`config.mk`:
```
export PLATFORM = sky130hd
export DESIGN_NAME = spc_csr
export DESIGN_NICKNAME = d
export VERILOG_FILES = /design/src/design/spc_pkg.sv /design/src/design/spc_csr.sv
export SDC_FILE = /design/constraint.sdc
export NUM_CORES = 1
export LEC_CHECK = 0
export BUFFER_PORTS_ARGS = -buffer_cell sky130_fd_sc_hd__buf_2
export CAP_MARGIN = 10
export CELL_PAD_IN_SITES_DETAIL_PLACEMENT = 1
export CELL_PAD_IN_SITES_GLOBAL_PLACEMENT = 1
export CORE_ASPECT_RATIO = 0.6
export CORE_UTILIZATION = 39
export CTS_CLUSTER_SIZE = 14
export DETAILED_ROUTE_END_ITERATION = 8
export HOLD_SLACK_MARGIN = 0.15
export PLACE_DENSITY = 0.93
export SLEW_MARGIN = 30
export SYNTH_ARGS = -nofsm -noshare
export SYNTH_HDL_FRONTEND = slang
export SYNTH_SLANG_ARGS = --single-unit
```
`constraint.sdc`:
```
create_clock -name clock -period 1.6 [get_ports clock]
set_clock_uncertainty 0.1 [all_clocks]
set_input_delay 0 -clock clock [delete_from_list [all_inputs] [get_ports clock]]
set_output_delay 0 -clock clock [all_outputs]
set_load 0.1 [all_outputs]
```
`src/design/spc_pkg.sv`:
```
package spc_pkg;

   localparam int FRAC_BITS  = 20;
   localparam int SPEED_W    = 16;
   localparam int RPM_W      = 11;
   localparam int GAIN_W     = 24;
   localparam int TARGET_W   = 12;
   localparam int ERR_W      = 13;
   localparam int DELTA_W    = 14;
   localparam int INTEG_W    = 32;
   localparam int PROD_P_W   = GAIN_W + 1 + ERR_W;
   localparam int PROD_I_W   = GAIN_W + 1 + INTEG_W;
   localparam int PROD_D_W   = GAIN_W + 1 + DELTA_W;
   localparam int DRIVE_W    = 59;
   localparam int TOTAL_W    = 60;
   localparam int CSR_ADDR_W = 4;
   localparam int CSR_DATA_W = 32;

   localparam logic [GAIN_W-1:0]   KP_RESET     = 24'd104858;
   localparam logic [GAIN_W-1:0]   KI_RESET     = 24'd524;
   localparam logic [GAIN_W-1:0]   KD_RESET     = 24'd0;
   localparam logic [TARGET_W-1:0] TARGET_RESET = 12'd220;

   // rpm = count * 60 / 2048
   localparam int RPM_MUL   = 60;
   localparam int RPM_SHIFT = 11;

   typedef enum logic [1:0] {
      REG_KP     = 2'd0,
      REG_KI     = 2'd1,
      REG_KD     = 2'd2,
      REG_TARGET = 2'd3
   } reg_index_type;

   typedef struct packed {
      logic [GAIN_W-1:0] kp;
      logic [GAIN_W-1:0] ki;
      logic [GAIN_W-1:0] kd;
   } gain_set_type;

   typedef struct packed {
      logic signed [ERR_W-1:0]   err;
      logic signed [DELTA_W-1:0] delta;
      logic signed [INTEG_W-1:0] integ;
      logic [RPM_W-1:0]          rpm;
   } err_stage_type;

   typedef struct packed {
      logic signed [PROD_P_W-1:0] p_term;
      logic signed [PROD_I_W-1:0] i_term;
      logic signed [PROD_D_W-1:0] d_term;
      logic [RPM_W-1:0]           rpm;
   } prod_stage_type;

   typedef struct packed {
      logic signed [DRIVE_W-1:0] drive;
      logic [RPM_W-1:0]          rpm;
   } drive_stage_type;

endpackage

```
`src/design/spc_csr.sv`:
```
module spc_csr (
   input  logic                             clock,
   input  logic                             reset,
   input  logic                             csr_psel,
   input  logic                             csr_penable,
   input  logic                             csr_pwrite,
   input  logic [spc_pkg::CSR_ADDR_W-1:0]   csr_paddr,
   input  logic [spc_pkg::CSR_DATA_W-1:0]   csr_pwdata,
   output logic [spc_pkg::CSR_DATA_W-1:0]   csr_prdata,
   output logic                             csr_pready,
   output spc_pkg::gain_set_type            gains,
   output logic [spc_pkg::TARGET_W-1:0]     target_rpm
);
   import spc_pkg::*;

   logic [GAIN_W-1:0]   kp_ff;
   logic [GAIN_W-1:0]   ki_ff;
   logic [GAIN_W-1:0]   kd_ff;
   logic [TARGET_W-1:0] target_ff;
   logic                wr_en;
   reg_index_type       index;

   assign wr_en      = csr_psel & csr_penable & csr_pwrite;
   assign index      = reg_index_type'(csr_paddr[3:2]);
   assign csr_pready = 1'b1;

   always_ff @(posedge clock) begin
      if (reset) begin
         kp_ff     <= KP_RESET;
         ki_ff     <= KI_RESET;
         kd_ff     <= KD_RESET;
         target_ff <= TARGET_RESET;
      end else if (wr_en) begin
         unique case (index)
            REG_KP:     kp_ff     <= csr_pwdata[GAIN_W-1:0];
            REG_KI:     ki_ff     <= csr_pwdata[GAIN_W-1:0];
            REG_KD:     kd_ff     <= csr_pwdata[GAIN_W-1:0];
            REG_TARGET: target_ff <= csr_pwdata[TARGET_W-1:0];
            default:    ;
         endcase
      end
   end

   always_comb begin
      unique case (index)
         REG_KP:     csr_prdata = CSR_DATA_W'(kp_ff);
         REG_KI:     csr_prdata = CSR_DATA_W'(ki_ff);
         REG_KD:     csr_prdata = CSR_DATA_W'(kd_ff);
         REG_TARGET: csr_prdata = CSR_DATA_W'(target_ff);
         default:    csr_prdata = '0;
      endcase
   end

   assign gains.kp   = kp_ff;
   assign gains.ki   = ki_ff;
   assign gains.kd   = kd_ff;
   assign target_rpm = target_ff;

endmodule

```
# Word level (Yosys, flattened, before mapping)
# Cells that the tools add are included.
# word_totals
out_inout_bits	117
elab_cells	15
mem_bits_ro	0
register_bits	84
mem_count	0
inputBits	41
latchBits	0
mem_bits_rw	0
# classes
bitwise_logic	2
mul	0
n_eq_ne	3
div_mod_pow	0
n_lt_le_gt_ge	0
addsub	0
shifts	0
n_reduce_logical	5
muxes	1
# ops
op	count
one-hot mux 32 bit (4 select lines)	1
AND reduction 2 bit	4
== test 2 bit (second input constant)	2
AND 1 bit	2
== test 2 x 1 -> 1 bit (second input constant)	1
logical NOT 2 bit	1

# Logic depth before layout (Yosys ltp)
# depth
ltp_word	3
ltp_mapped	5
mapped_depth_nobuf	3

# Worst setup path after synthesis
# Ideal clock, no wire load.
# synth_timing
path_kind	register to output
startpoint	register ki_ff[12]
endpoint	output csr_prdata[12] (netlist bit)
required_ns	1.500
arrival_time_ns	3.245
n_path_buf	0
path_stages_with_launch	3
path_slack_ns	-1.745
cell_sequence	dfxtp_1 > mux2i_1 > o21ai_0
# synth_between
elab_chain_cells	1
# synth_rtl
item	line_no	text
from (decl)	spc_csr.sv:17	logic [GAIN_W-1:0] ki_ff;
from (signal assigned)	spc_csr.sv:36	REG_KI: ki_ff <= csr_pwdata[GAIN_W-1:0];
one-hot mux 32 bit (4 select lines)	spc_csr.sv:45	unique case (index)
to (decl)	spc_csr.sv:9	output logic [spc_pkg::CSR_DATA_W-1:0] csr_prdata,
# Every way passes these cells. The select of a mux whose other input is x is not followed.

# Worst setup path in the final report
# layout_timing
startpoint	register target_ff[1], in the netlist target_rpm[1]
endpoint	output csr_prdata[1] (netlist bit)
# layout_between
elab_chain_cells	1
# layout_rtl
item	line_no	text
from (decl)	spc_csr.sv:19	logic [TARGET_W-1:0] target_ff;
from (signal assigned)	spc_csr.sv:38	REG_TARGET: target_ff <= csr_pwdata[TARGET_W-1:0];
one-hot mux 32 bit (4 select lines)	spc_csr.sv:45	
# Every way passes these cells. The select of a mux whose other input is x is not followed.

==> Flow_metrics.wiki <==
{| class="wikitable"
! Metric !! Value
|-
| Run status || finished, final reports clean
|-
| Deepest clock path buffer count || 2
|-
| Launch instance of the worst min-delay path || csr_penable
|-
| Drt drc || 0
|-
| Static Leakage || approximately 2.8 nW
|-
| Internal reg-to-reg setup slack || 0.31 ns
|-
| Aggregate global routing overflow || 0
|-
| Overall power after layout || 5.35 mW
|-
| Minimum setup slack after placement || 0.229 ns
|-
| Final Slew Violations || 0
|-
| Full die area || 10800 um2
|-
| Antenna violations before repair || 0
|-
| Unique masters post-synth || 26
|-
| Share of the cycle needed by the critical path after routing || 0.979
|-
| Worst Tran Pin Value || 0.542 ns
|-
| Worst hold slack across all endpoints || between 0.15 and 0.2 ns
|-
| Worst-skew pair later-pin latency || 0.34 ns
|-
| Startpoint-to-endpoint class of the critical path || reg2out
|-
| Routed vias/inst || 5.05
|-
| Most common cell after layout, fill and taps aside || buf_2
|-
| Synth-to-layout area growth || 46.6%
|-
| Kind of capture point of the worst setup path || output port
|-
| Clk root buf || clkbuf_16
|-
| Power density over cell area || 901 nW/um2
|-
| Delay of the slowest cell on the worst path || 0.47 ns
|-
| Layout cell share with drive strength beyond 1 || 0.490
|-
| Crit path max fanout || 3
|-
| Clk pwr share || 0.407
|-
| CP cell instances || mux4_2 -> buf_2
|-
| Switching power of the nets || 1.64 mW
|-
| Via count of the first global-routing pass || 3736
|-
| Number of setup violations in the final report || 0
|-
| TritonCTS clock tree || done
|-
| Top metal layer carrying routed signals || met4
|-
| Depth of the worst register-to-register path || 3
|-
| TritonCTS Buffers || 9
|-
| Sort of element at the start of the critical path || flop
|-
| Number of buffers and inverters on the critical path || 1
|-
| Crit path max-delay cell type || mux4_2
|-
| Sw frac || 0.306
|-
| Initial Util || 0.406
|-
| Hold violation count in the final report || 0
|-
| Maximum resistive drop on vdd || ~0.00054 V
|-
| Number of top-level pins || 158
|-
| Weighted congestion reported at the end of routability-driven placement || 0.778
|-
| Remaining max-slew budget at the tightest pin || 0.639
|-
| Post-synthesis sequential element count || 84
|-
| Horizontal die dimension || 134 um
|-
| Arrival time of the worst setup path || 1.47 ns
|-
| Wire length of the first global-routing pass || around 20 mm
|-
| ANT nets after route || 0
|-
| Syn. warnings || 0
|-
| Portion of the post-synthesis area used by sequential elements || 0.415
|-
| Endpoint of the worst hold path || kp_ff[0]$_SDFFE_PP0P_
|-
| End of the worst register-to-register path || kp_ff[8]$_SDFFE_PP1P_
|-
| Netlist Area Pre-Place || 4050 um2
|-
| Synth Instances || 385
|-
| Final Instance Count excl. Fillers || 690
|-
| Post-CTS Setup Repair Bufs || 0
|-
| Worst path setup slack after routing || 0.0343 ns
|-
| RR Startpoint || kp_ff[8]$_SDFFE_PP1P_
|-
| Number of design-rule violations left by the first detailed-router iteration || 131
|-
| Min cycle time layout || 1.57 ns
|-
| Post-Synthesis Mean Instance Area || around 11 um2
|-
| Cell depth of the worst hold path || 5
|-
| Mean routed wirelength per cell || approximately 20 um
|-
| M1 WL || 6.01 mm
|-
| Clk sinks || 84
|-
| Antenna diode instance count || 0
|-
| Metal3 WL || 722 um
|-
| Layout Nets || 591
|-
| Hold/Removal Path Class || in2reg
|-
| Met2 Wirelength || 6.96 mm
|-
| Port bufs || 138
|-
| Combined global-route utilization of all metal layers || 0.249
|-
| Total of max-cap violations || 0
|-
| Combinational fraction of design power || 0.192
|-
| Clock edge transition at the registers on the reported setup and hold paths || 0.07 ns
|-
| DR pass1 iterations || 4
|-
| Number of standard-cell rows in the floorplan || 28
|-
| HPWL Detailed || 8.97 mm
|-
| Setup TNS Final || 0 ns
|-
| Worst endpoint required time || 1.50 ns
|-
| RSZ-0062 raised after global routing || false
|-
| Most frequent cells in the layout || buf_2 (123), mux2i_1 (95), nand2b_1 (89)
|-
| Number of H-tree levels || 3
|-
| Final wirelength || approximately 14 mm
|-
| Category of cells accounting for the largest share of critical-path delay || multiplexers
|-
| Maximum number of pins on one net before global-route repair || 120
|-
| Int Power || roughly 3.7 mW
|-
| Vias after detailed routing || 3485
|-
| Relative contribution of sequential cells to total power || 0.401
|-
| Number of filler cells placed in the layout || 1107
|-
| Floorplan core area || approximately 10000 um2
|-
| Number of cells in the design after placement || 641
|-
| Vertical die dimension || slightly above 80 um
|-
| Highest achievable clock rate || 639 MHz
|}
==> metrics by stage <==
stage | utilization | cell area (um2)
6_report | 0.595 | 5940
5_1_grt | 0.595 | 5940
4_1_cts | 0.588 | 5870
3_5_place_dp | 0.526 | 5250
3_3_place_gp | 0.526 | 5250
2_1_floorplan | - | 4300
==> state kept, by name (all words and copies together), names as in the netlist <==
name	flops
kp_ff	24
kd_ff	24
ki_ff	24
target_rpm	12
==> tightest hold or removal path, delay by kind of cell <==
| kind | cells | cell delay [ns] |
|---|---|---|
| muxes | 1 | 0.11 |
| buffers and inverters | 2 | 0.28 |
| and+or+nand+nor | 2 | 0.18 |
==> metal layers <==
metal,track usage,up-vias
met1,0.287,1734
li1,-,1609
met3,0.0624,18
met2,0.463,124
met5,0,-
met4,0.0716,0
==> cell usage after synthesis <==
| cell type | instances | share of area |
|---|---|---|
| o21ai_0 | 12 | 0.015 |
| mux2i_1 | 95 | 0.23 |
| a21oi_1 | 1 | 0.0012 |
| nor3_4 | 1 | 0.0040 |
| and3_1 | 1 | 0.0015 |
| buf_8 | 2 | 0.0074 |
| or3_1 | 1 | 0.0015 |
| buf_6 | 5 | 0.014 |
| buf_2 | 6 | 0.0074 |
| nand3_2 | 2 | 0.0049 |
| mux4_1 | 1 | 0.0065 |
| mux4_2 | 11 | 0.061 |
| nand2_1 | 12 | 0.011 |
| nor3b_2 | 1 | 0.0031 |
| dfxtp_1 | 84 | 0.42 |
| nor2_1 | 29 | 0.027 |
| nand2b_1 | 89 | 0.14 |
| clkbuf_1 | 11 | 0.010 |
| clkbuf_2 | 1 | 0.0012 |
| nor2b_1 | 1 | 0.0015 |
| buf_4 | 13 | 0.024 |
| nand2_2 | 1 | 0.0015 |
| nand3_1 | 1 | 0.0012 |
| nand3b_2 | 1 | 0.0028 |
| a21bo_2 | 1 | 0.0025 |
| conb_1 | 2 | 0.0019 |
==> power by group through the flow <==
stage	sequential, mW	clock, mW	combinational (mW)
after floorplan	2.38	0	0.565
after global placement	2.19	0	0.920
after global routing	2.15	2.29	1.06
after CTS	2.15	2.19	0.997
final	2.15	2.17	1.03
after detailed placement	2.19	0	0.939
==> what timing repair did <==
action                                  4_1_cts  5_1_grt
hold buffers                                 31        0
hold endpoints to repair                     84        0
gates resized for setup                       0        6
endpoints found under the setup margin        0        6
==> cell families (layout without fill, tap and decap cells) <==
kind of cell           Yosys count  after routing  share of synthesized area
multiplexers                   107            107                      0.302
AO/OA/AOI/OAI                   14             14                     0.0185
AND/OR/NAND/NOR                140            140                      0.198
buffers and inverters           38            201                     0.0643
other                            2              9                    0.00185
flip-flops                      84             84                      0.415
==> final cells by class <==
| class | count | area, um2 | area share |
|---|---|---|---|
| well taps | 135 | 169 | 0.0284 |
| multi-input cells | 270 | 2270 | 0.383 |
| clock inverters | 5 | 60.1 | 0.0101 |
| flip-flops and latches | 84 | 1770 | 0.298 |
| clock buffers | 11 | 253 | 0.0426 |
| repair buffers | 185 | 1410 | 0.238 |
==> worst max-delay path by stage <==
stage,start,to,slack (ns),depth (start not counted)
global placement,csr_paddr[2],kp_ff[13]$_SDFFE_PP0P_,0.27,4
CTS,target_rpm[11]$_SDFFE_PP0P_,csr_prdata[11],0.03,2
finish,target_rpm[1]$_SDFFE_PP0P_,csr_prdata[1],0.03,2
global route,target_rpm[11]$_SDFFE_PP0P_,csr_prdata[11],0.005,2
detailed placement,csr_paddr[2],kp_ff[18]$_SDFFE_PP0P_,0.23,4
floorplan,kp_ff[12]$_SDFFE_PP1P_,csr_prdata[12],-0.30,2
No activity file was read; power rests on OpenSTA's default activity.
