### src/design/spc_pkg.sv
package spc_pkg;

   localparam int FRAC_BITS  = 20;
   localparam int SPEED_W    = 16;
   localparam int RPM_W      = 11;
   localparam int GAIN_W     = 24;
   localparam int TARGET_W   = 12;
   localparam int ERR_W      = 13;
   localparam int DELTA_W    = 14;
   localparam int INTEG_W    = 32;
   localparam int PROD_P_W   = GAIN_W + 1 + ERR_W;
   localparam int PROD_I_W   = GAIN_W + 1 + INTEG_W;
   localparam int PROD_D_W   = GAIN_W + 1 + DELTA_W;
   localparam int DRIVE_W    = 59;
   localparam int TOTAL_W    = 60;
   localparam int CSR_ADDR_W = 4;
   localparam int CSR_DATA_W = 32;

   localparam logic [GAIN_W-1:0]   KP_RESET     = 24'd104858;
   localparam logic [GAIN_W-1:0]   KI_RESET     = 24'd524;
   localparam logic [GAIN_W-1:0]   KD_RESET     = 24'd0;
   localparam logic [TARGET_W-1:0] TARGET_RESET = 12'd220;

   // rpm = count * 60 / 2048
   localparam int RPM_MUL   = 60;
   localparam int RPM_SHIFT = 11;

   typedef enum logic [1:0] {
      REG_KP     = 2'd0,
      REG_KI     = 2'd1,
      REG_KD     = 2'd2,
      REG_TARGET = 2'd3
   } reg_index_type;

   typedef struct packed {
      logic [GAIN_W-1:0] kp;
      logic [GAIN_W-1:0] ki;
      logic [GAIN_W-1:0] kd;
   } gain_set_type;

   typedef struct packed {
      logic signed [ERR_W-1:0]   err;
      logic signed [DELTA_W-1:0] delta;
      logic signed [INTEG_W-1:0] integ;
      logic [RPM_W-1:0]          rpm;
   } err_stage_type;

   typedef struct packed {
      logic signed [PROD_P_W-1:0] p_term;
      logic signed [PROD_I_W-1:0] i_term;
      logic signed [PROD_D_W-1:0] d_term;
      logic [RPM_W-1:0]           rpm;
   } prod_stage_type;

   typedef struct packed {
      logic signed [DRIVE_W-1:0] drive;
      logic [RPM_W-1:0]          rpm;
   } drive_stage_type;

endpackage

### src/design/spc_error.sv
module spc_error (
   input  logic                          clock,
   input  logic                          reset,
   input  logic                          in_valid,
   output logic                          in_ready,
   input  logic [spc_pkg::SPEED_W-1:0]   speed,
   input  logic [spc_pkg::TARGET_W-1:0]  target_rpm,
   output logic                          out_valid,
   input  logic                          out_ready,
   output spc_pkg::err_stage_type        out_stage
);
   import spc_pkg::*;

   localparam int MUL_W = SPEED_W + 6;

   logic                        valid_ff;
   err_stage_type               stage_ff;
   err_stage_type               stage_in;
   logic signed [INTEG_W-1:0]   integ_ff;
   logic signed [INTEG_W-1:0]   integ_in;
   logic signed [ERR_W-1:0]     last_err_ff;
   logic [MUL_W-1:0]            scaled;
   logic [RPM_W-1:0]            rpm;
   logic signed [ERR_W-1:0]     err;
   logic signed [INTEG_W:0]     integ_sum;
   logic                        take;

   assign in_ready = !valid_ff || out_ready;
   assign take     = in_valid && in_ready;

   always_comb begin
      scaled    = MUL_W'(speed) * MUL_W'(RPM_MUL);
      rpm       = scaled[RPM_SHIFT +: RPM_W];
      err       = $signed({2'b00, rpm}) - $signed({1'b0, target_rpm});
      integ_sum = {integ_ff[INTEG_W-1], integ_ff} + (INTEG_W+1)'(err);
      // saturate when the two top bits disagree
      if (integ_sum[INTEG_W] != integ_sum[INTEG_W-1]) begin
         integ_in = integ_sum[INTEG_W] ? {1'b1, {(INTEG_W-1){1'b0}}}
                                       : {1'b0, {(INTEG_W-1){1'b1}}};
      end else begin
         integ_in = integ_sum[INTEG_W-1:0];
      end
      stage_in.err   = err;
      stage_in.delta = DELTA_W'(err) - DELTA_W'(last_err_ff);
      stage_in.integ = integ_ff;
      stage_in.rpm   = rpm;
   end

   always_ff @(posedge clock) begin
      if (reset) begin
         valid_ff    <= 1'b0;
         integ_ff    <= '0;
         last_err_ff <= '0;
      end else begin
         if (in_ready) begin
            valid_ff <= in_valid;
         end
         if (take) begin
            integ_ff    <= integ_in;
            last_err_ff <= err;
         end
      end
   end

   always_ff @(posedge clock) begin
      if (take) begin
         stage_ff <= stage_in;
      end
   end

   assign out_valid = valid_ff;
   assign out_stage = stage_ff;

endmodule

### config.mk
export PLATFORM = sky130hd
export DESIGN_NAME = spc_error
export DESIGN_NICKNAME = d
export VERILOG_FILES = /design/src/design/spc_pkg.sv /design/src/design/spc_error.sv
export SDC_FILE = /design/constraint.sdc
export NUM_CORES = 1
export LEC_CHECK = 0
export ABC_CLOCK_PERIOD_IN_PS = 12700
export BUFFER_PORTS_ARGS = -buffer_cell sky130_fd_sc_hd__buf_2
export CAP_MARGIN = 20
export CORE_ASPECT_RATIO = 1.2
export CORE_MARGIN = 4
export CORE_UTILIZATION = 31
export CTS_CLUSTER_DIAMETER = 100
export DETAILED_ROUTE_END_ITERATION = 10
export SLEW_MARGIN = 20
export SYNTH_ARGS = -nofsm -noshare
export SYNTH_HDL_FRONTEND = slang
export SYNTH_SLANG_ARGS = --single-unit
### constraint.sdc
create_clock -name clock -period 12.7 [get_ports clock]
set_input_delay 1.905 -clock clock [delete_from_list [all_inputs] [get_ports clock]]
set_output_delay 1.905 -clock clock [all_outputs]
set_load 0.02 [all_outputs]
* After elaboration in Yosys (flattened, before gate mapping) *
Cells that the tools add are included.

word-level totals
  bits in registers = 116
  latch bits = 0
  memory bits (writable) = 0
  bits in read-only memories = 0
  input bits = 32
  word-level logic and storage cells = 17
  memories = 0

cells by class
  $add $sub $neg = 3
  $mul = 1
  divide/modulo/power cells = 0
  order comparisons = 0
  equality and inequality tests = 1
  shifts and indexed selects = 0
  mux-type cells = 2
  bitwise operators = 0
  reductions and logical operators = 3

operator list
  operator               number
  $mux 32                2
  $add 32x13->33         1
  $mul 16x4->20 const B  1
  $sub 13x13->14         1
  $sub 11x12->13         1
  $logic_and 1x1->1      1
  $logic_not 1->1        1
  $logic_or 1x1->1       1
  $ne 1x1->1             1

* Longest topological paths before layout *
Gate-level depths: netlist of the first run.

  depth in word-level cells = 5
  gate-level depth with buffers = 36

* Worst setup path before layout of the first run *
No wires, ideal clock.

  path type = input to register
  start = in speed[0] in the netlist's numbering
  end = reg integ_ff[23]
  library setup time = 70 ps
  arrival = 8,868 ps
  path slack = 3,763 ps
  stages = 35
  cell sequence = fa_1 -> inv_1 -> fa_1 -> inv_1 -> ha_1 -> a21o_1 -> a21o_1 -> a21o_1 -> a21oi_1 -> o21bai_1 -> a21oi_1 -> nor2b_1 -> nor2_1 -> xor2_1 -> fa_1 -> nor2b_1 -> o21ai_0 -> a21boi_0 -> o21ai_0 -> a21boi_0 -> o21a_1 -> o2111ai_1 -> a31oi_1 -> inv_1 -> ha_1 -> a211oi_2 -> o21ai_1 -> a31o_1 -> and3_4 -> a221o_1 -> a21oi_2 -> mux2i_2 -> buf_6 -> o22ai_1 -> a21oi_1

between the ends
  cells in the longest elaborated chain, start to end = 5
  elaborated cells between the ends (all ways) = 6
  those cells by class = 2 x add/sub; 1 x mul; 1 x eq/ne; 2 x mux

ends and longest elaborated chain
  element                                       line                              RTL
  start: declaration                            spc_error.sv:6                    input logic [spc_pkg::SPEED_W-1:0] speed,
  $mul 16x4->20 (*)                             spc_error.sv:32                   scaled = MUL_W'(speed) * MUL_W'(RPM_MUL);
  $sub 11x12->13 (*)                            spc_error.sv:34                   err = $signed({2'b00, rpm}) - $signed({1'b0, target_rpm});
  via err[12]                                   spc_error.sv:24                   logic signed [ERR_W-1:0] err;
  $add 32x13->33 (*)                            spc_error.sv:35                   integ_sum = {integ_ff[INTEG_W-1], integ_ff} + (INTEG_W+1)'(err);
  $mux 32 / $ne 1x1->1 (equally long branches)  spc_error.sv:38, spc_error.sv:37
  $mux 32 (*)                                   spc_error.sv:37                   if (integ_sum[INTEG_W] != integ_sum[INTEG_W-1]) begin
  end signal: assignment                        spc_error.sv:59                   integ_ff <= integ_in;
  end: declaration                              spc_error.sv:19                   logic signed [INTEG_W-1:0] integ_ff;

Mark *: on every way through the listed nets, which the timed path passes. The rest lies on a longest branch.
A chain may end at the register's enable or synchronous reset.

* Final worst setup path of the first run *
  start = in speed[0] in the netlist's numbering
  end = reg integ_ff[3]

Same word-level chain as after synthesis.

==> results of run 1 <==
## sequential cells by signal, indices dropped and copies added (netlist names)
signal / count
last_err_ff: 13
integ_ff: 32
out_stage: 70
out_valid: 1
## Yosys cell counts (4+ instances only)
library cell    n
a21oi_1       113
inv_1          91
ha_1           79
edfxtp_1       70
o21ai_0        60
dfxtp_1        46
nand2_1        37
xnor2_1        36
fa_1           31
o22ai_1        31
nor2_1         30
a21o_1         22
clkbuf_1       18
xor2_1         16
nand3_1        12
nor3_1         10
nor2b_1         9
a21boi_0        8
buf_4           7
o211ai_1        7
o21a_1          7
a31oi_1         6
nand4_1         6
o21bai_1        6
and2_1          4
and3_1          4
and4_1          4
nand2b_1        4
## logic make-up after synthesis
group / synth area share, %
AO/OA/AOI/OAI: 22.3
XOR/XNOR: 5.65
adder cells (fa/ha/maj): 20.0
buffers and inverters: 6.33
flip-flops: 37.5
multiplexers: 0.171
AND/OR/NAND/NOR: 8.09
## cell usage in the layout, fill, tap and decap left out, types with 22 or more instances in the layout
cell	netlist	routed
o22ai_1	31	31
ha_1	79	79
buf_2	3	103
xnor2_1	36	36
a21oi_1	113	113
inv_1	91	90
fa_1	31	31
a21o_1	22	22
nand2_1	37	37
edfxtp_1	70	70
dfxtp_1	46	46
o21ai_0	60	59
nor2_1	30	30
## how the worst max path moves through the flow
stage	endpoint	cells past startpoint
2_1_floorplan	integ_ff[23]	35
3_3_place_gp	integ_ff[4]	35
3_5_place_dp	integ_ff[21]	35
4_1_cts	integ_ff[3]	35
5_1_grt	integ_ff[15]	35
6_report	integ_ff[3]	35
## worst min-delay path, stage by stage (launching register included)
cell and delay [ns]:
dfxtp_1 0.30, nand2_1 0.05, a21oi_1 0.05
## area by class of cell
cell class | instances | area [um^2] | area share, %
Multi-Input combinational cell | 586 | 4540 | 48.1
Clock inverter | 8 | 80.1 | 0.850
Sequential cell | 116 | 3020 | 32.1
Clock buffer | 24 | 482 | 5.11
Inverter | 91 | 344 | 3.65
Timing Repair Buffer | 107 | 546 | 5.79
Tap cell | 330 | 413 | 4.38
## metrics by stage
step / hold slack (ns) / utilization, % / setup WS, ns / cell area (um^2)
CTS: 0.455 / 36.9 / 2.68 / 9430
global placement: 0.443 / 34.7 / 2.45 / 8860
detailed placement: 0.448 / 34.7 / 2.29 / 8860
floorplan: 0.431 / - / 3.76 / 8060
global route: 0.470 / 36.9 / 1.86 / 9430
finish: 0.453 / 36.9 / 2.70 / 9430
## layer usage
metal / vias to the layer above / GRT usage [%]
met1: 2974 / 16.9
met5: - / 0
met2: 144 / 22.6
met3: 30 / 2.33
li1: 3173 / -
met4: 0 / 5.08
==> run summary, run 1 <==
Final Hold Violating Endpoints: 0
Die ar.: 28700 um^2
core area: 25500 um^2
crit path time final: 10.00 ns
top layer in use: met4
fraction of layout cells with a size suffix above 1: 16.1%
area growth from synthesis to layout: 17.0%
CP bufs+invs: 5
Die W: 155 um
Seq/Total Area, Yosys: 37.5%
CP startpoint: speed[0]
Ys Warns: 0
clk_skew: 0.0120 ns
die height: 185 um
CP Capture Type: flip-flop
clock transition at the registers of the reported paths: 0.06 ns
ys flop type: edfxtp_1
initial antenna violation count: 0
Max-Cap Viols: 0
CTS tree: done
Worst Tran Pin Value: 1.04 ns
Post-synth EDFFs: 70
H-tree depth: 4
Setup TNS: 0 ns
Crit-path slowest cell: ha_1
hold depth: 2
hpwl dp: 13800 um
Ports: 104
# fillers: 2547
crit-path leading delay family: compound AO/OA/AOI/OAI gates
crit path kind: input port to flip-flop
status: finished, final reports clean
largest net degree at the start of global routing: 83
Port Buf Inserts: 103
Syn Inst Count: 824
vias per inst: 5.01
global-route wire length before repair: 30500 um
floorplan row count: 64
FF-to-FF path depth: 12
synth unique cells: 60
worst skew pair latency: 0.42 ns
Fmax: 0.100 GHz
Longest Clk Path Bufs: 2
CP max FO: 36
final std cells w/o fill: 1262
initial core utilization: 31.5%
DRT Pass-1 Iters: 5
grt ovf: 0
DRT iter0 DRCs: 341
Synth Register Bits: 116
Reg-to-Reg End: integ_ff[3]
Hold EP: last_err_ff[2]
Hold Startpoint: last_err_ff[2]
GRT Total Usage: 13.3%
top post-synthesis cells by area: edfxtp_1 (26%), ha_1 (12%), dfxtp_1 (11%), fa_1 (7.7%), a21oi_1 (7.0%)
vias in the first global route: 6068
Synth top area share: 26.1%
DR vias: 6321
RSZ-0062 raised after global routing: false
Critical Path Start Type: input port
Nets: 1061
Max Slew Vio Count: 0
CTS buffer count: 17
dpl cells: 1230
Final period util: 78.8%
Max stage delay on crit path: 0.61 ns
Final GP Congestion: 0.865
endpoints failing setup: 0
Worst Path Required: 13.03 ns
biggest area consumer among synthesized cells: edfxtp_1
CTS Sinks: 116
WL met1: 8360 um
drt drc: 0
Post-Synthesis Cell Area: 8060 um^2
Synth async-reset ratio: 0%
cts repair resizes: 0
syn avg cell area: 9.78 um^2
diodes inserted: 0
Detail Route met2 WL: 9340 um
CTS Root Cell: clkbuf_16
Post-CTS Setup Inserts: 0
crit path DAT: 10.34 ns
R2R Path Start: integ_ff[0]
r2r setup slk: 8.96 ns
slew margin rel.: 29.4%
Syn Nets: 966
Tightest Hold Check Type: flip-flop to flip-flop
remaining antenna violation count: 0
wire length per cell: 14.9 um
Post-Route WL: 18900 um
Met3 Wirelength: 698 um
cts-stage hold buffer count: 0
Power of run 1 is not shown: default switching activity piles up to over one toggle a cycle in this logic, so the estimate is an artifact.
==> run 2: changes to the inputs <==
- ABC_CLOCK_PERIOD_IN_PS: 12700 -> 10350
- clock period: 12.7 -> 10.35 ns (I/O delays scaled with it)
==> run summary, run 2 (synthesis gave the netlist of run 1 again) <==
status: finished, final reports clean
Reg-to-Reg End: integ_ff[1]
RSZ-0062 raised after global routing: false
worst skew pair latency: 0.42 ns (about the same)
hpwl dp: 14000 um (+1.1%)
Largest register FFs: 70 (unchanged)
CTS Root Cell: clkbuf_16
CP Capture Type: flip-flop
diodes inserted: 0 (unchanged)
CTS buffer count: 17 (unchanged)
DR vias: 6348 (+0.43%)
CTS Sinks: 116 (unchanged)
Worst Path Required: 10.65 ns (-2.38 ns)
# fillers: 2526 (-0.82%)
CTS tree: done
Port Buf Inserts: 103 (unchanged)
Tightest Hold Check Type: flip-flop to flip-flop
multi-input logic area: 4530 um^2 (-0.19%)
Final Hold Violating Endpoints: 0 (unchanged)
Ports: 104 (unchanged)
die height: 185 um (unchanged)
Die ar.: 28700 um^2 (unchanged)
Post-CTS Setup Inserts: 0 (unchanged)
Setup TNS: 0 ns (unchanged)
Nets: 1064 (+0.28%)
cts repair resizes: 0 (unchanged)
clk_skew: 0.00971 ns (-0.00229 ns)
remaining antenna violation count: 0 (unchanged)
DRT Pass-1 Iters: 5 (unchanged)
Max stage delay on crit path: 0.56 ns (-0.05 ns)
commonest non-fill, non-tap cells in the layout: a21oi_1 (113), buf_2 (103), inv_1 (89)
CP max FO: 44 (+22%)
slew margin rel.: 31.1% (+1.6 points)
Final period util: 88.1%
Hold EP: last_err_ff[7]
Hold Startpoint: last_err_ff[7]
area growth from synthesis to layout: 17.7%
DRT iter0 DRCs: 346 (+1.5%)
most frequent CP cell: a21o_1
Crit-path slowest cell: fa_1
grt ovf: 0 (unchanged)
vias in the first global route: 6062 (-0.099%)
H-tree depth: 4 (unchanged)
crit path DAT: 9.43 ns (-0.91 ns)
clock transition at the registers of the reported paths: 0.06 ns (about the same)
r2r setup slk: 6.93 ns (-2.03 ns)
final cell utilization of the core: 37.1% (+0.24 points)
commonest non-fill, non-tap cell in the layout: a21oi_1
vias per inst: 5.02 (+0.19%)
Die W: 155 um (unchanged)
fraction of layout cells with a size suffix above 1: 16.5% (+0.38 points)
Max Slew Vio Count: 0 (unchanged)
hold depth: 2 (unchanged)
R2R Path Start: integ_ff[0]
floorplan row count: 64 (unchanged)
GRT Total Usage: 13.3% (+0.014 points)
drt drc: 0 (unchanged)
Final GP Congestion: 0.871 (+0.69%)
dpl cells: 1233 (+0.24%)
global-route wire length before repair: 30600 um (+0.52%)
Critical Path Start Type: input port
Fmax: 0.110 GHz
wire length per cell: 15.0 um (+0.19%)
Longest Clk Path Bufs: 2 (unchanged)
crit path kind: input port to flip-flop
Worst Tran Pin Value: 1.03 ns (-0.00890 ns)
Post-Route WL: 18900 um (+0.42%)
initial antenna violation count: 0 (unchanged)
cts-stage hold buffer count: 0 (unchanged)
crit path time final: 9.12 ns
core area: 25500 um^2 (unchanged)
Max-Cap Viols: 0 (unchanged)
initial core utilization: 31.5% (unchanged)
endpoints failing setup: 0 (unchanged)
largest net degree at the start of global routing: 64 (-23%)
FF-to-FF path depth: 12 (unchanged)
final std cells w/o fill: 1265 (+0.24%)
Sequential cell area: 3020 um^2 (unchanged)
-- run 2: cell types whose count changed in the layout (fill, tap and decap cells not counted), sizes merged --
cell	delta
clkinvlp	-2
buf	+3
inv	+2
clkbuf	-2
bufinv	+1
clkinv	+1
-- run 2: stage by stage --
step                      setup slack [ns]  hold WS, ns  instance area [um^2]
final                                 1.23        0.454                  9490
after global routing                 0.607        0.472                  9490
after CTS                             1.25        0.455                  9490
after detailed placement             0.837        0.448                  8890
after global placement               0.916        0.443                  8890
after floorplan                       1.77        0.431                  8060
-- run 2: worst max-delay path: cells and delay by family --
family | cells | cell delay, ns
XOR/XNOR | 1 | 0.13
buffers and inverters | 6 | 0.99
AND/OR/NAND/NOR | 3 | 0.39
adder cells (fa/ha/maj) | 5 | 2.06
AO/OA/AOI/OAI | 22 | 4.22
-- run 2: final cells by class --
class	count	share of cell area, %
clock buffers	22	5.01
clock inverters	10	1.28
inverters	91	3.63
multi-input cells	586	47.7
flip-flops and latches	116	31.9
well taps	330	4.35
repair buffers	110	6.12
-- run 2: metal layers --
layer	up-vias	global-route usage [%]	wire, um	part of all wire (%)
met5	-	0	0	0
met4	0	4.48	316	1.7
met3	23	2.94	821	4.3
met2	128	22.5	9550	50
met1	3017	16.9	8260	44
li1	3180	-	-	-
-- run 2: worst max-delay path by stage --
stage / startpoint / to / cells after the start
4_1_cts: speed[0] / integ_ff[1] / 37
6_report: speed[0] / integ_ff[1] / 37
3_5_place_dp: speed[0] / integ_ff[1] / 37
2_1_floorplan: speed[0] / integ_ff[23] / 35
5_1_grt: speed[0] / integ_ff[17] / 36
3_3_place_gp: speed[0] / integ_ff[1] / 37
Power of run 2 is left out for the same reason.
==> run 3: changes to the inputs <==
- CORE_UTILIZATION: 31 -> 41
==> run summary, run 3 (synthesis gave the netlist of run 1 again) <==
status: finished, final reports clean
crit path DAT: 9.38 ns (-0.05 ns)
largest net degree at the start of global routing: 90 (+41%)
Max-Cap Viols: 0 (unchanged)
CTS Sinks: 116 (unchanged)
cts repair resizes: 0 (unchanged)
Worst Path Required: 10.69 ns (+0.04 ns)
CTS buffer count: 17 (unchanged)
grt ovf: 0 (unchanged)
cts-stage hold buffer count: 0 (unchanged)
Ports: 104 (unchanged)
core area: 19100 um^2 (-25%)
CTS Root Cell: clkbuf_16
vias in the first global route: 5907 (-2.6%)
Longest Clk Path Bufs: 2 (unchanged)
DRT iter0 DRCs: 298 (-14%)
Post-DP Area: 8790 um^2 (-1.1%)
drt drc: 0 (unchanged)
Critical Path Start Type: input port
crit path time final: 9.03 ns (-0.0890 ns)
fraction of layout cells with a size suffix above 1: 16.8% (+0.32 points)
Final Hold Violating Endpoints: 0 (unchanged)
final std cells w/o fill: 1191 (-5.8%)
commonest non-fill, non-tap cell in the layout: a21oi_1
Final GP Congestion: 0.825 (-5.3%)
floorplan row count: 55 (-14%)
area growth from synthesis to layout: 16.0%
Fmax: 0.111 GHz (+0.99%)
Setup TNS: 0 ns (unchanged)
Die ar.: 22000 um^2 (-23%)
die height: 162 um (-12%)
wire length per cell: 15.1 um (+0.57%)
DRT Pass-1 Iters: 5 (unchanged)
initial core utilization: 42.3% (+11 points)
worst skew pair latency: 0.43 ns (about the same)
CTS tree: done
global-route wire length before repair: 29600 um (-3.4%)
Fin Hold WS: 0.454 ns (-0.000329 ns)
Worst Tran Pin Value: 1.02 ns (-0.00733 ns)
Post-Route WL: 17900 um (-5.3%)
commonest non-fill, non-tap cells in the layout: a21oi_1 (113), buf_2 (103), inv_1 (89)
Max stage delay on crit path: 0.56 ns (about the same)
remaining antenna violation count: 0 (unchanged)
CP max FO: 23 (-48%)
GRT Total Usage: 16.9% (+3.6 points)
Max Slew Vio Count: 0 (unchanged)
clock transition at the registers of the reported paths: 0.05 ns (about the same)
crit path kind: input port to flip-flop
Crit-path slowest cell: fa_1
clk_skew: 0.0128 ns (+0.00311 ns)
dpl cells: 1160 (-5.9%)
Die W: 136 um (-12%)
hpwl dp: 13100 um (-6.4%)
RSZ-0062 raised after global routing: false
design area: 9350 um^2 (-1.5%)
CP Capture Type: flip-flop
Largest register FFs: 70 (unchanged)
Port Buf Inserts: 103 (unchanged)
slew margin rel.: 31.6% (+0.49 points)
Post-CTS Setup Inserts: 0 (unchanged)
DR vias: 6204 (-2.3%)
endpoints failing setup: 0 (unchanged)
Final period util: 87.3% (-0.86 points)
Nets: 1065 (+0.094%)
Tightest Hold Check Type: flip-flop to flip-flop
diodes inserted: 0 (unchanged)
vias per inst: 5.21 (+3.8%)
initial antenna violation count: 0 (unchanged)
H-tree depth: 4 (unchanged)
## run 3: path summary, 6_finish.rpt
path         depth (start not counted)             end  slack (ns)           start
min reg2reg                          2  last_err_ff[6]        0.45  last_err_ff[6]
min                                  2  last_err_ff[6]        0.45  last_err_ff[6]
max reg2reg                         12    integ_ff[22]        7.00     integ_ff[0]
max                                 36    integ_ff[22]        1.32        speed[0]
## run 3: layer usage
layer  global-route usage, %  wire, um
met2                    26.7      8440
met5                       0         0
met3                    3.49       739
met4                    5.50       316
met1                    23.2      8440
## run 3: worst max-delay path, delay by kind of cell
family | cells | cell delay (ns)
compound gates | 20 | 3.82
fa+ha+maj | 5 | 2.22
buf+inv | 5 | 0.82
simple gates | 4 | 0.55
mux | 1 | 0.25
xor+xnor | 1 | 0.12
## run 3: stage by stage
| stage | util (%) | setup WS [ns] |
|---|---|---|
| final | 49.0 | 1.32 |
| after global routing | 49.0 | 0.697 |
| after CTS | 49.0 | 1.34 |
| after detailed placement | 46.1 | 0.918 |
| after global placement | 46.1 | 1.02 |
| after floorplan | - | 1.77 |
## run 3: layout make-up
type	instances	area, um^2
clock buffer	17	425
timing repair buffer	111	576
tap	256	320
multi-input combinational	586	4530
sequential	116	3020
fill	1838	9710
inverter	91	344
clock inverter	14	130
Power of run 3 is left out for the same reason.
