===== src/design/spc_pkg.sv =====
package spc_pkg;

   localparam int FRAC_BITS  = 20;
   localparam int SPEED_W    = 16;
   localparam int RPM_W      = 11;
   localparam int GAIN_W     = 24;
   localparam int TARGET_W   = 12;
   localparam int ERR_W      = 13;
   localparam int DELTA_W    = 14;
   localparam int INTEG_W    = 32;
   localparam int PROD_P_W   = GAIN_W + 1 + ERR_W;
   localparam int PROD_I_W   = GAIN_W + 1 + INTEG_W;
   localparam int PROD_D_W   = GAIN_W + 1 + DELTA_W;
   localparam int DRIVE_W    = 59;
   localparam int TOTAL_W    = 60;
   localparam int CSR_ADDR_W = 4;
   localparam int CSR_DATA_W = 32;

   localparam logic [GAIN_W-1:0]   KP_RESET     = 24'd104858;
   localparam logic [GAIN_W-1:0]   KI_RESET     = 24'd524;
   localparam logic [GAIN_W-1:0]   KD_RESET     = 24'd0;
   localparam logic [TARGET_W-1:0] TARGET_RESET = 12'd220;

   // rpm = count * 60 / 2048
   localparam int RPM_MUL   = 60;
   localparam int RPM_SHIFT = 11;

   typedef enum logic [1:0] {
      REG_KP     = 2'd0,
      REG_KI     = 2'd1,
      REG_KD     = 2'd2,
      REG_TARGET = 2'd3
   } reg_index_type;

   typedef struct packed {
      logic [GAIN_W-1:0] kp;
      logic [GAIN_W-1:0] ki;
      logic [GAIN_W-1:0] kd;
   } gain_set_type;

   typedef struct packed {
      logic signed [ERR_W-1:0]   err;
      logic signed [DELTA_W-1:0] delta;
      logic signed [INTEG_W-1:0] integ;
      logic [RPM_W-1:0]          rpm;
   } err_stage_type;

   typedef struct packed {
      logic signed [PROD_P_W-1:0] p_term;
      logic signed [PROD_I_W-1:0] i_term;
      logic signed [PROD_D_W-1:0] d_term;
      logic [RPM_W-1:0]           rpm;
   } prod_stage_type;

   typedef struct packed {
      logic signed [DRIVE_W-1:0] drive;
      logic [RPM_W-1:0]          rpm;
   } drive_stage_type;

endpackage


===== src/design/spc_compare.sv =====
module spc_compare #(
   parameter int COMPARE_MAX = 999
) (
   input  logic                                   clock,
   input  logic                                   reset,
   input  logic                                   in_valid,
   output logic                                   in_ready,
   input  spc_pkg::drive_stage_type               in_stage,
   output logic                                   out_valid,
   input  logic                                   out_ready,
   output logic [$clog2(COMPARE_MAX+1)-1:0]       compare_value,
   output logic [spc_pkg::RPM_W-1:0]              measured_rpm
);
   import spc_pkg::*;

   localparam int CMP_W = $clog2(COMPARE_MAX + 1);
   localparam logic signed [TOTAL_W-1:0] TOP = TOTAL_W'(COMPARE_MAX) << FRAC_BITS;
   localparam logic signed [TOTAL_W-1:0] ONE = TOTAL_W'(1) << FRAC_BITS;

   logic                        valid_ff;
   logic [CMP_W-1:0]            compare_ff;
   logic [CMP_W-1:0]            compare_in;
   logic [RPM_W-1:0]            rpm_ff;
   logic signed [TOTAL_W-1:0]   total;
   logic                        take;

   assign in_ready = !valid_ff || out_ready;
   assign take     = in_valid && in_ready;

   always_comb begin
      total = $signed({{(TOTAL_W-CMP_W-FRAC_BITS){1'b0}}, compare_ff, {FRAC_BITS{1'b0}}})
            + TOTAL_W'(in_stage.drive);
      priority if (total >= TOP) begin
         compare_in = CMP_W'(COMPARE_MAX);
      end else if (total < ONE) begin
         compare_in = '0;
      end else begin
         compare_in = total[FRAC_BITS +: CMP_W];
      end
   end

   always_ff @(posedge clock) begin
      if (reset) begin
         valid_ff   <= 1'b0;
         compare_ff <= CMP_W'(COMPARE_MAX);
      end else begin
         if (in_ready) begin
            valid_ff <= in_valid;
         end
         if (take) begin
            compare_ff <= compare_in;
         end
      end
   end

   always_ff @(posedge clock) begin
      if (take) begin
         rpm_ff <= in_stage.rpm;
      end
   end

   assign out_valid     = valid_ff;
   assign compare_value = compare_ff;
   assign measured_rpm  = rpm_ff;

endmodule


===== config.mk =====
export PLATFORM = sky130hd
export DESIGN_NAME = spc_compare
export DESIGN_NICKNAME = d
export VERILOG_FILES = /design/src/design/spc_pkg.sv /design/src/design/spc_compare.sv
export SDC_FILE = /design/constraint.sdc
export NUM_CORES = 1
export LEC_CHECK = 0
export ABC_CLOCK_PERIOD_IN_PS = 3800
export BUFFER_PORTS_ARGS = -buffer_cell sky130_fd_sc_hd__buf_2
export CELL_PAD_IN_SITES_DETAIL_PLACEMENT = 1
export CELL_PAD_IN_SITES_GLOBAL_PLACEMENT = 1
export CORE_ASPECT_RATIO = 1.25
export CORE_MARGIN = 2
export CORE_UTILIZATION = 30
export CTS_CLUSTER_DIAMETER = 80
export DETAILED_ROUTE_END_ITERATION = 12
export PLACE_DENSITY = 0.74
export SYNTH_ARGS = -nofsm -noshare
export SYNTH_HDL_FRONTEND = slang
export SYNTH_SLANG_ARGS = --single-unit

===== constraint.sdc =====
create_clock -name clock -period 3.8 [get_ports clock]
set_input_delay 0.38 -clock clock [delete_from_list [all_inputs] [get_ports clock]]
set_output_delay 0.38 -clock clock [all_outputs]
set_load 0.005 [all_outputs]

* Word-level counts from Yosys, hierarchy flattened
Cells that the tools add are included.
** Word-level totals
- Register bits after elaboration :: 22
- Bits in latches :: 0
- Bits in read-only memories :: 0
- Bits in writable memories :: 0
- Input bits :: 74
- Output and inout port bits :: 23
- Memories :: 0
- Word-level logic and storage cells :: 11
** Cells by class
- Shifts and indexed selects :: 0
- Reductions and logical operators :: 3
- Add/sub/neg operators :: 1
- $lt $le $gt $ge :: 2
- Divide/modulo/power cells :: 0
- Mux-type cells :: 2
- Eq/ne operators :: 0
- $mul :: 0
- Bitwise gates (word level) :: 0
** Operators by type and width (count)
- $add A31 B59 Y60 :: 1
- $ge A60 B31 Y1 const B :: 1
- $lt A60 B22 Y1 const B :: 1
- $mux W10 :: 2
- $logic_and A1 B1 Y1 :: 1
- $logic_not A1 Y1 :: 1
- $logic_or A1 B1 Y1 :: 1

* Depth between registers and ports, before layout
Gate-level depths: netlist of the first run.
- Depth after elaboration :: 4
- Mapped depth :: 14
- Gate-level depth less buffers :: 13

* Least setup slack after synthesis of the first run
OpenSTA, ideal clock, no wires.
- Path type :: register to register
- Start :: register compare_ff[0] (netlist: compare_value[0])
- End :: register compare_ff[6] (netlist: compare_value[6])
- Required time :: 3.678 ns
- Slack :: 0.251 ns
- Setup time :: 0.122 ns
- Cell stages (with the launch flop) :: 14
- Path buffers :: 1
- Arrival :: 3.427 ns
- Clock period less this slack :: 3.549 ns
- Path through :: dfxtp_1 > ha_1 > inv_1 > fa_1 > nor2b_1 > o211ai_1 > a21oi_1 > buf_2 > o21ai_0 > a2111oi_2 > nand4_1 > or4_1 > or4_1 > a221o_1
** Between the ends
- Longest elaborated chain between the ends :: 4
- Elaborated cells between the ends (all ways) :: 5
- Those cells by class :: 1 x add/sub; 2 x order compare; 2 x mux
** Ends and longest elaborated chain
- from (decl) :: RTL line spc_compare.sv:21 : logic [CMP_W-1:0] compare_ff;
- from (signal assigned) :: RTL line spc_compare.sv:45 : compare_ff <= CMP_W'(COMPARE_MAX);
- from (signal assigned) :: RTL line spc_compare.sv:51 : compare_ff <= compare_in;
- $add A31 B59 Y60 * :: RTL line spc_compare.sv:32 : + TOTAL_W'(in_stage.drive);
- $lt A60 B22 Y1 :: RTL line spc_compare.sv:35 : end else if (total < ONE) begin
- $mux W10 :: RTL line spc_compare.sv:35
- $mux W10 * :: RTL line spc_compare.sv:33 : priority if (total >= TOP) begin
Every way passes the cells marked *; elsewhere a longest branch is shown, timed or not.
A chain may end at the register's enable or synchronous reset.

* Worst setup path after layout of the first run
Same ends and word-level chain as after synthesis.

==> results of run 1 <==
## state kept, by name (all words and copies together), names as in the netlist
signal	flops
measured_rpm	11
out_valid	1
compare_value	10
## synth_stat cells (9+ instances only)
cell	number	area share, %
ha_1	10	5.8
nand2_1	27	4.7
nor2_1	26	4.5
o21ai_0	16	3.7
a21oi_1	12	2.8
nand3_1	16	3.7
edfxtp_1	11	15
dfxtp_1	11	10
xor2_1	9	3.7
## stage by stage
step | std cells | area, um^2 | hold slack (ps) | worst slack, ps
2_1_floorplan | 274 | 2160 | 449 | 251
5_1_grt | 451 | 2870 | 289 | -17.1
6_report | 451 | 2870 | 294 | 117
3_3_place_gp | 446 | 2730 | 483 | -125
3_5_place_dp | 446 | 2730 | 490 | -217
4_1_cts | 450 | 2810 | 294 | 36.2
## path summary, 6_finish.rpt
| check | from | to | slack, ps | cells after the start |
|---|---|---|---|---|
| worst max-delay path | compare_value[0] | compare_value[6] | 120 | 13 |
| worst max register to register | compare_value[0] | compare_value[6] | 120 | 13 |
| worst min register to register | compare_value[3] | compare_value[3] | 490 | 2 |
| worst min-delay path | in_stage[2] | measured_rpm[2] | 290 | 1 |
## repair_timing
item | 4_1_cts | 5_1_grt
gates cloned | 0 | 0
pin swaps | 4 | 5
buffers inserted | 0 | 1
setup endpoints to repair | 4 | 10
resized for setup | 4 | 8
## cell type report
type | count | share of cell area [%]
clock buffer | 3 | 1.44
tap | 90 | 3.93
sequential | 22 | 19.2
multi-input combinational | 236 | 56.0
inverter | 7 | 0.917
clock inverter | 1 | 1.05
timing repair buffer | 92 | 17.5
## layer usage
| metal | track usage [%] | share of wire [%] |
|---|---|---|
| met1 | 22.1 | 40 |
| met2 | 37.6 | 54 |
| met3 | 1.47 | 3.6 |
| met4 | 5.61 | 2.2 |
| met5 | 0 | 0 |
## power by group
part | total [mW] | internal (mW) | leakage (nW) | switching [mW]
sequential | 0.272 | 0.264 | 0.197 | 0.00771
combinational | 0.278 | 0.119 | 0.930 | 0.159
clock | 0.213 | 0.140 | 0.0357 | 0.0725
total | 0.763 | 0.523 | 1.16 | 0.239
## cells by family (layout without fill, tap and decap cells)
logic type	Yosys count	in the layout	share of synthesized area, %
multiplexers	7	7	3.31
AND/OR/NAND/NOR	126	126	30.2
flip-flops	22	22	25.5
XOR/XNOR	15	15	6.09
buffers and inverters	16	103	2.90
AO/OA/AOI/OAI	77	77	25.2
adder cells (fa/ha/maj)	11	11	6.73
==> metrics.txt, run 1 <==
TritonCTS buffer count=3; Slew HR=51.8%; H-tree level count=1; average cell area after synthesis=roughly 8 um^2; Reg area=about 550 um^2; Initial Utilization=a little under a third; Post-Synthesis Cell Area=0.00216 mm^2; Die Footprint=0.00788 mm^2; first-pass GRT wire length=between 10000 and 15000 um; max cap viols=0; crit-path cells=ha_1 -> inv_1 -> fa_2 -> nor2b_2 -> o211ai_1 -> a21oi_2 -> buf_4 -> or3_4 -> a2111oi_4 -> nand4_1 -> or4_4 -> or4_1 -> a221o_1; Async S/R FF share, synth=0%; clock sinks=22; Tmin final=between 3000 and 4000 ps; Final GP Congestion=0.840; hold_buf cts=0; leakage=between 1 and 1.5 nW; most frequent cells in the layout=buf_2 (76), nand2_1 (27), nor2_1 (26); # rows=34; synth unique cells=56; Synth Register Bits=22; Post-synth EDFFs=11; Slew Limit Fails=0; Tcrit/Tclk final=between 90% and 100%; area occupied by multi-input gates=0.00160 mm^2; CP peak stage delay=540 ps; overall routing resource usage=19.4%; Final Util=about two fifths; P&R area growth vs syn=33.0%; Worst setup SP type=flip-flop; Top Ports=between 90 and 100; vias in the first global route=approximately 2700; Via Count=2534; status=completed; CP max FO=8; crit path capture type=flip-flop; Fillers=915; CP Buf/Inv Count=2; Fmax=272 MHz; root buf cell=clkbuf_8; crit-path leading delay family=simple AND/OR/NAND/NOR gates; Fin. Hold Viols=0; post-synthesis sequential area ratio=25.5%; vias per inst=5.62; ANT cells=0; Worst Skew=5.81 ps; Syn Nets=around 360; largest net degree at the start of global routing=14; layout cells sized above 1=between 30% and 40%; main flop type after synthesis=edfxtp_1; commonest non-fill, non-tap cell in the layout=buf_2; DRC viols=0; drt total wl=7730 um; PwrDens=about 270 mW/mm^2; Ys Warns=0; worst slew pin tran=717 ps; slowest CP cell=or4_1; CTS tree=yes; total power=0.763 mW; clock-pin slew on the worst setup and hold paths=80 ps; antenna violations before repair=0; DIE HEIGHT=98.8 um; Hold Crit Class=in2reg; initial drt markers=46; Port Buffers=76; Final ANT Viol Nets=0; NumNets Final=around 450; crit path kind=reg2reg; dpl hpwl=between 6000 and 7000 um; TritonRoute pass-1 iters=4; CTS Buffer Depth=2; total negative setup slack=0 ps; worst skew pair latency=between 200 and 300 ps; Core Footprint=~0.0070 mm^2; Routed wire per std cell=17.1 um; gr ovfl total=0; Gate Count Post-Synth=274; CP required=3940 ps; Worst Path Arrival=3820 ps; final setup vio count=0; Die W=around 80 um; VDD IR-drop max=0.000287 V
(Power assumes the default switching activity.)
==> run 2, diff against run 1 <==
- ABC_AREA: default -> 1
- CORE_UTILIZATION: 30 -> 31
- PLACE_DENSITY: 0.74 -> default
- PLACE_DENSITY_LB_ADDON: default -> 0.1
==> run 2 against run 1 <==
Synthesized cell count is 100% higher. Via count up 46%. Flip-flop and latch count unchanged. Clock skew fell by 1.3 ps. Critical endpoint is now compare_value[8]. Largest power group unchanged.
==> metrics.txt, run 2 <==
most frequent cells in the layout=nand2_1 (225), inv_1 (83), buf_2 (76); Clk pwr share=32.3% (+4.4 points); initial drt markers=88 (+91%); drt total wl=11200 um (+45%); DRC viols=0 (unchanged); met2 track demand over resource=44.4% (+6.8 points); cts repair resizes=0 (-4); commonest non-fill, non-tap cell in the layout=nand2_1; Synth Register Bits=22 (unchanged); synth unique cells=30 (-46%); worst slew pin tran=585 ps (-132 ps); cell repeated most along the worst path=nand2_1; Fmax=322 MHz (+18%); gr ovfl total=0 (unchanged); total negative setup slack=0 ps (unchanged); setup slack, reg-to-reg=690 ps (+570 ps); Hold Crit Class=in2reg; # rows=40 (+18%); Initial Utilization=31.7% (+0.84 points); Syn Nets=636 (+77%); first-pass GRT wire length=18300 um (+46%); most numerous cell in the Yosys netlist=nand2_1; Worst setup SP type=flip-flop; area fraction of the dominant cell type after synthesis=27.8% (+13 points); vias in the first global route=3922 (+45%); crit path capture type=flip-flop; sequential share of power=29.9% (-5.7 points); H-tree level count=1 (unchanged); status=completed; dpl hpwl=9910 um (+58%); Post-synth EDFFs=11 (unchanged); largest net degree at the start of global routing=20 (+6); NumNets Final=713 (+60%); CP peak stage delay=410 ps (-130 ps); sw frac=35.2% (+3.8 points); root buf cell=clkbuf_16; CP required=3950 ps (about the same); Synth area leader=nand2_1; P&R area growth vs syn=20.5%; gr busiest metal=met2; CTS tree=yes; PwrDens=250 mW/mm^2 (-6.0%); VDD IR-drop max=0.000271 V (-5.4%); cell-internal power=0.592 mW (+13%); Post-Synthesis Cell Area=0.00303 mm^2 (+41%); Tmin final=3110 ps (-573 ps); Tcrit/Tclk final=81.8% (-15 points); Port Buffers=76 (unchanged); total setup buffers inserted after CTS=0 (unchanged); average cell area after synthesis=5.51 um^2 (-30%); Largest register FFs=11 (unchanged); clock sinks=22 (unchanged); Async S/R FF share, synth=0% (unchanged); CP max FO=8 (unchanged); Worst Skew=4.48 ps (-1.33 ps); Worst Path Arrival=3260 ps (-560 ps); GR Layer Usage met3=1.25% (-0.21 points); CTS Buffer Depth=2 (unchanged); Final ANT Viol Nets=0 (unchanged); Slew HR=60.8% (+9.0 points); slowest CP cell=fa_1; final setup vio count=0 (unchanged); crit path kind=reg2reg; Final Util=38.2% (-2.9 points); ANT cells=0 (unchanged); layout cells sized above 1=20.1% (-11 points); overall routing resource usage=22.0% (+2.6 points); Routed wire per std cell=14.9 um (-13%); post-synthesis sequential area ratio=18.1% (-7.4 points); crit-path cells=ha_1 -> inv_1 -> fa_1 -> inv_1 -> nand3_1 -> nand2_1 -> nand2_1 -> nand2_1 -> nand2_1 -> nand3_1 -> nand2_1 -> nor2_1 -> nand3b_1 -> nor2_2 -> nand2_2 -> o21ai_4 -> nand2_1 -> nand2_1 -> nand2_1; main flop type after synthesis=edfxtp_1; Core Footprint=0.00956 mm^2 (+37%); Cells on Worst Hold Path=1 (unchanged); vias per inst=4.92 (-12%); TritonRoute pass-1 iters=4 (unchanged); Ys Warns=0 (unchanged); Slew Limit Fails=0 (unchanged); main area contributors after synthesis=nand2_1 (28%), edfxtp_1 (11%), inv_1 (10%), nand3_1 (8.7%), dfxtp_1 (7.3%); Via Count=3708 (+46%); TritonCTS buffer count=3 (unchanged); leakage=2.01 nW (+73%); Psw=0.322 mW (+34%); worst skew pair latency=260 ps (about the same); DIE HEIGHT=115 um (+16%); Die W=92.5 um (+16%); Die Footprint=0.0106 mm^2 (+34%); RSZ-0062 raised after global routing=no; hold_buf cts=0 (unchanged); clock-pin slew on the worst setup and hold paths=60 ps (-20 ps); Final GP Congestion=0.887 (+5.5%); R2R depth=19 (+6); Comb pwr share=37.8% (+1.4 points); Fin. Hold Viols=0 (unchanged); Top Ports=97 (unchanged); Gate Count Post-Synth=551 (+100%); max cap viols=0 (unchanged); antenna violations before repair=0 (unchanged); most frequent cells after synthesis=nand2_1 (225), inv_1 (83), nand3_1 (53); met1 usage=22.7% (+0.57 points)
[run 2: changes by cell type after synthesis, sizes merged, moves of 7 or more]
| cell | change |
|---|---|
| inv | +81 |
| nor2 | +37 |
| o21ai | -16 |
| xor2 | -7 |
| nand2 | +216 |
| nand3b | +14 |
| nand3 | +41 |
[run 2: cell families (layout without fill, tap and decap cells)]
kind of cell | count (synthesis) | count (layout) | share of synthesized area [%]
and+or+nand+nor | 401 | 401 | 60.2
buffers and inverters | 94 | 170 | 11.9
DFF | 22 | 22 | 18.1
AOI/OAI and AO/OA | 18 | 18 | 3.59
adders and majority gates | 11 | 11 | 4.78
xor gates and xnor gates | 5 | 5 | 1.44
[run 2: final timing paths]
path / from / endpoint
hold / removal: in_stage[3] / measured_rpm[3]
hold reg to reg: compare_value[4] / compare_value[4]
setup reg to reg: compare_value[0] / compare_value[8]
setup / recovery: compare_value[0] / compare_value[8]
[run 2: layout make-up]
| cell class | count | area, um^2 |
|---|---|---|
| tap | 126 | 158 |
| fill | 1368 | 5900 |
| clock buffer | 3 | 75.1 |
| clock inverter | 1 | 30.0 |
| timing repair buffer | 76 | 380 |
| sequential | 22 | 551 |
| multi-input combinational | 435 | 2120 |
| inverter | 90 | 338 |
[run 2: power groups by stage]
stage	logic [mW]	registers, mW	clock network [mW]
after global placement	0.340	0.278	0
after detailed placement	0.349	0.279	0
after global routing	0.395	0.276	0.309
after floorplan	0.217	0.280	0
final	0.345	0.274	0.295
after CTS	0.351	0.274	0.304
[run 2: metrics by stage]
stage / cell area [um^2] / setup WS (ps) / cells / total power, mW / hold slack (ps)
final: 3650 / 690 / 753 / 0.914 / 295
after detailed placement: 3550 / 554 / 749 / 0.628 / 493
after global routing: 3650 / 362 / 753 / 0.980 / 287
after CTS: 3650 / 652 / 753 / 0.929 / 288
after global placement: 3550 / 591 / 749 / 0.619 / 478
after floorplan: 3030 / 1300 / 551 / 0.497 / 475
[run 2: worst max-delay path: cells and delay by family (launching register included)]
family	cells	cell delay [ps]
flops	1	350
simple gates	14	1540
fa+ha+maj	2	680
compound gates	1	230
buf+inv	2	200
[run 2: metal layers]
| layer | routed length [um] | vias to the layer above | share of wire, % |
|---|---|---|---|
| met2 | 6050 | 80 | 54 |
| li1 | - | 1870 | - |
| met4 | 495 | 0 | 4.4 |
| met5 | 0 | - | 0 |
| met1 | 4320 | 1731 | 39 |
| met3 | 331 | 27 | 3.0 |
==> run 3, diff against run 2 <==
- ABC_CLOCK_PERIOD_IN_PS: 3800 -> 3000
- CORE_UTILIZATION: 31 -> 34
- clock period: 3.8 -> 3 ns (I/O delays scaled with it)
==> run 3 against run 2 <==
Combinational power up 37%. Total power up 20%. Die area is 8.5% lower. Clock-buffer cell count unchanged. Register-to-register slack worse by 540 ps. Worst hold slack got worse by 92 ps. Final cell count rose by 0.93%. Flip-flop and latch count did not move.
==> metrics.txt, run 3 (synthesis results as in run 2) <==
Slew HR=59.7% (-1.0 points); final setup vio count=0 (unchanged); PwrDens=287 mW/mm^2 (+15%); setup slack, reg-to-reg=150 ps (-540 ps); Fmax=351 MHz (+9.2%); total negative setup slack=0 ps (unchanged); Worst path depth=18 (-1); CTS tree=yes; CTS Buffer Depth=2 (unchanged); dpl hpwl=9770 um (-1.4%); VDD IR-drop max=0.000343 V (+26%); Top Ports=97 (unchanged); DIE HEIGHT=110 um (-4.4%); overall routing resource usage=23.9% (+1.9 points); drt total wl=11400 um (+2.2%); Worst Skew=2.65 ps (-1.83 ps); final setup margin=153 ps (-538 ps); TritonCTS buffer count=3 (unchanged); vias per inst=4.95 (+0.52%); gr ovfl total=0 (unchanged); crit path to=compare_value[7]; Largest register FFs=11 (unchanged); worst r2r src=compare_value[0]; commonest non-fill, non-tap cell in the layout=nand2_1; CP required=3160 ps (-790 ps); worst r2r dst=compare_value[7]; Fin. Hold Viols=0 (unchanged); cell repeated most along the worst path=nand2_1; crit-path leading delay family=simple AND/OR/NAND/NOR gates; Die W=88.5 um (-4.3%); CP Buf/Inv Count=2 (unchanged); worst slew pin tran=601 ps (+15.5 ps); hold_buf cts=0 (unchanged); vias in the first global route=3784 (-3.5%); slowest CP cell=dfxtp_2; largest net degree at the start of global routing=20 (unchanged); Worst setup SP type=flip-flop; leakage=2.06 nW (+2.3%); layout cells sized above 1=25.8% (+5.7 points); clock-pin slew on the worst setup and hold paths=80 ps (+20 ps); worst skew pair latency=270 ps (about the same); Routed wire per std cell=15.1 um (+1.3%); clock sinks=22 (unchanged); Die Footprint=0.00970 mm^2 (-8.5%); Slew Limit Fails=0 (unchanged); Hold Crit Class=in2reg; Tcrit/Tclk final=94.9% (+13 points); # rows=38 (-5.0%); max cap viols=0 (unchanged); TritonRoute pass-1 iters=5 (+1); P&R area growth vs syn=25.6%; DRC viols=0 (unchanged); CP max FO=9 (+1); Via Count=3762 (+1.5%); CP peak stage delay=350 ps (-60 ps); crit path kind=reg2reg; NumNets Final=726 (+1.8%); crit path from=compare_value[0]; Port Buffers=76 (unchanged); R2R depth=18 (-1); Worst Path Arrival=3000 ps (-260 ps); Core Footprint=0.00870 mm^2 (-9.0%); Initial Utilization=34.9% (+3.1 points); Final ANT Viol Nets=0 (unchanged); most frequent cells in the layout=nand2_1 (216), inv_1 (82), buf_2 (76); Tmin final=2850 ps (-262 ps); status=completed; root buf cell=clkbuf_8; initial drt markers=57 (-35%); pre-CTS WS=-7.85 ps (-561 ps); Final GP Congestion=0.943 (+6.3%); H-tree level count=1 (unchanged); crit path capture type=flip-flop; first-pass GRT wire length=17700 um (-3.5%); ANT cells=0 (unchanged); antenna violations before repair=0 (unchanged); crit-path cells=ha_2 -> inv_1 -> fa_2 -> inv_2 -> nand3_1 -> nand2_2 -> nand2_2 -> nand3_4 -> nand3_1 -> nand2_1 -> nand2_1 -> nand3b_1 -> nor2_4 -> nand2_2 -> o21ai_4 -> nand2_1 -> nand2_1 -> nand2_1; Fillers=1272 (-7.0%)
run 3: area by class of cell:
cell class / count / area (um^2) / area share (%)
multi-input cells: 436 / 2230 / 58.5
repair buffers: 88 / 470 / 12.3
inverters: 90 / 338 / 8.86
flip-flops and latches: 22 / 552 / 14.5
clock buffers: 3 / 41.3 / 1.08
clock inverters: 1 / 30.0 / 0.788
well taps: 120 / 150 / 3.94
run 3: power breakdown:
part	internal (mW)	switching, mW
Clock	0.178	0.0962
Combinational	0.168	0.305
Sequential	0.336	0.00992
run 3: what timing repair did:
action | CTS | global route
cloned | 0 | 1
pin swaps | 1 | 11
endpoints found under the setup margin | 1 | 10
resized for setup | 2 | 30
setup buffers | 0 | 4
hold endpoints to repair | 0 | 0
run 3: per-stage QoR:
| stage | hold WS, ps | util (%) | cells | total power, mW | area, um^2 |
|---|---|---|---|---|---|
| 5_1_grt | 188 | 43.8 | 760 | 1.18 | 3810 |
| 4_1_cts | 194 | 42.3 | 755 | 1.09 | 3680 |
| 3_3_place_gp | 468 | 41.4 | 751 | 0.794 | 3600 |
| 2_1_floorplan | 395 | - | 551 | 0.629 | 3030 |
| 6_report | 203 | 43.8 | 760 | 1.09 | 3810 |
| 3_5_place_dp | 479 | 41.4 | 751 | 0.803 | 3600 |
run 3: metal layers:
| metal | part of all wire [%] | GRT usage, % |
|---|---|---|
| met4 | 4.9 | 12.1 |
| met2 | 55 | 47.2 |
| met5 | 0 | 0 |
| met1 | 37 | 24.5 |
| met3 | 3.3 | 1.50 |
run 3: worst min-delay path by stage:
stage	from	end	slack, ps	depth (start not counted)
after global routing	in_stage[3]	measured_rpm[3]	190	1
final	in_stage[4]	measured_rpm[4]	200	1
after detailed placement	in_stage[9]	measured_rpm[9]	480	1
after global placement	compare_value[3]	compare_value[3]	470	2
after CTS	in_stage[9]	measured_rpm[9]	190	1
after floorplan	reset	compare_value[9]	400	2
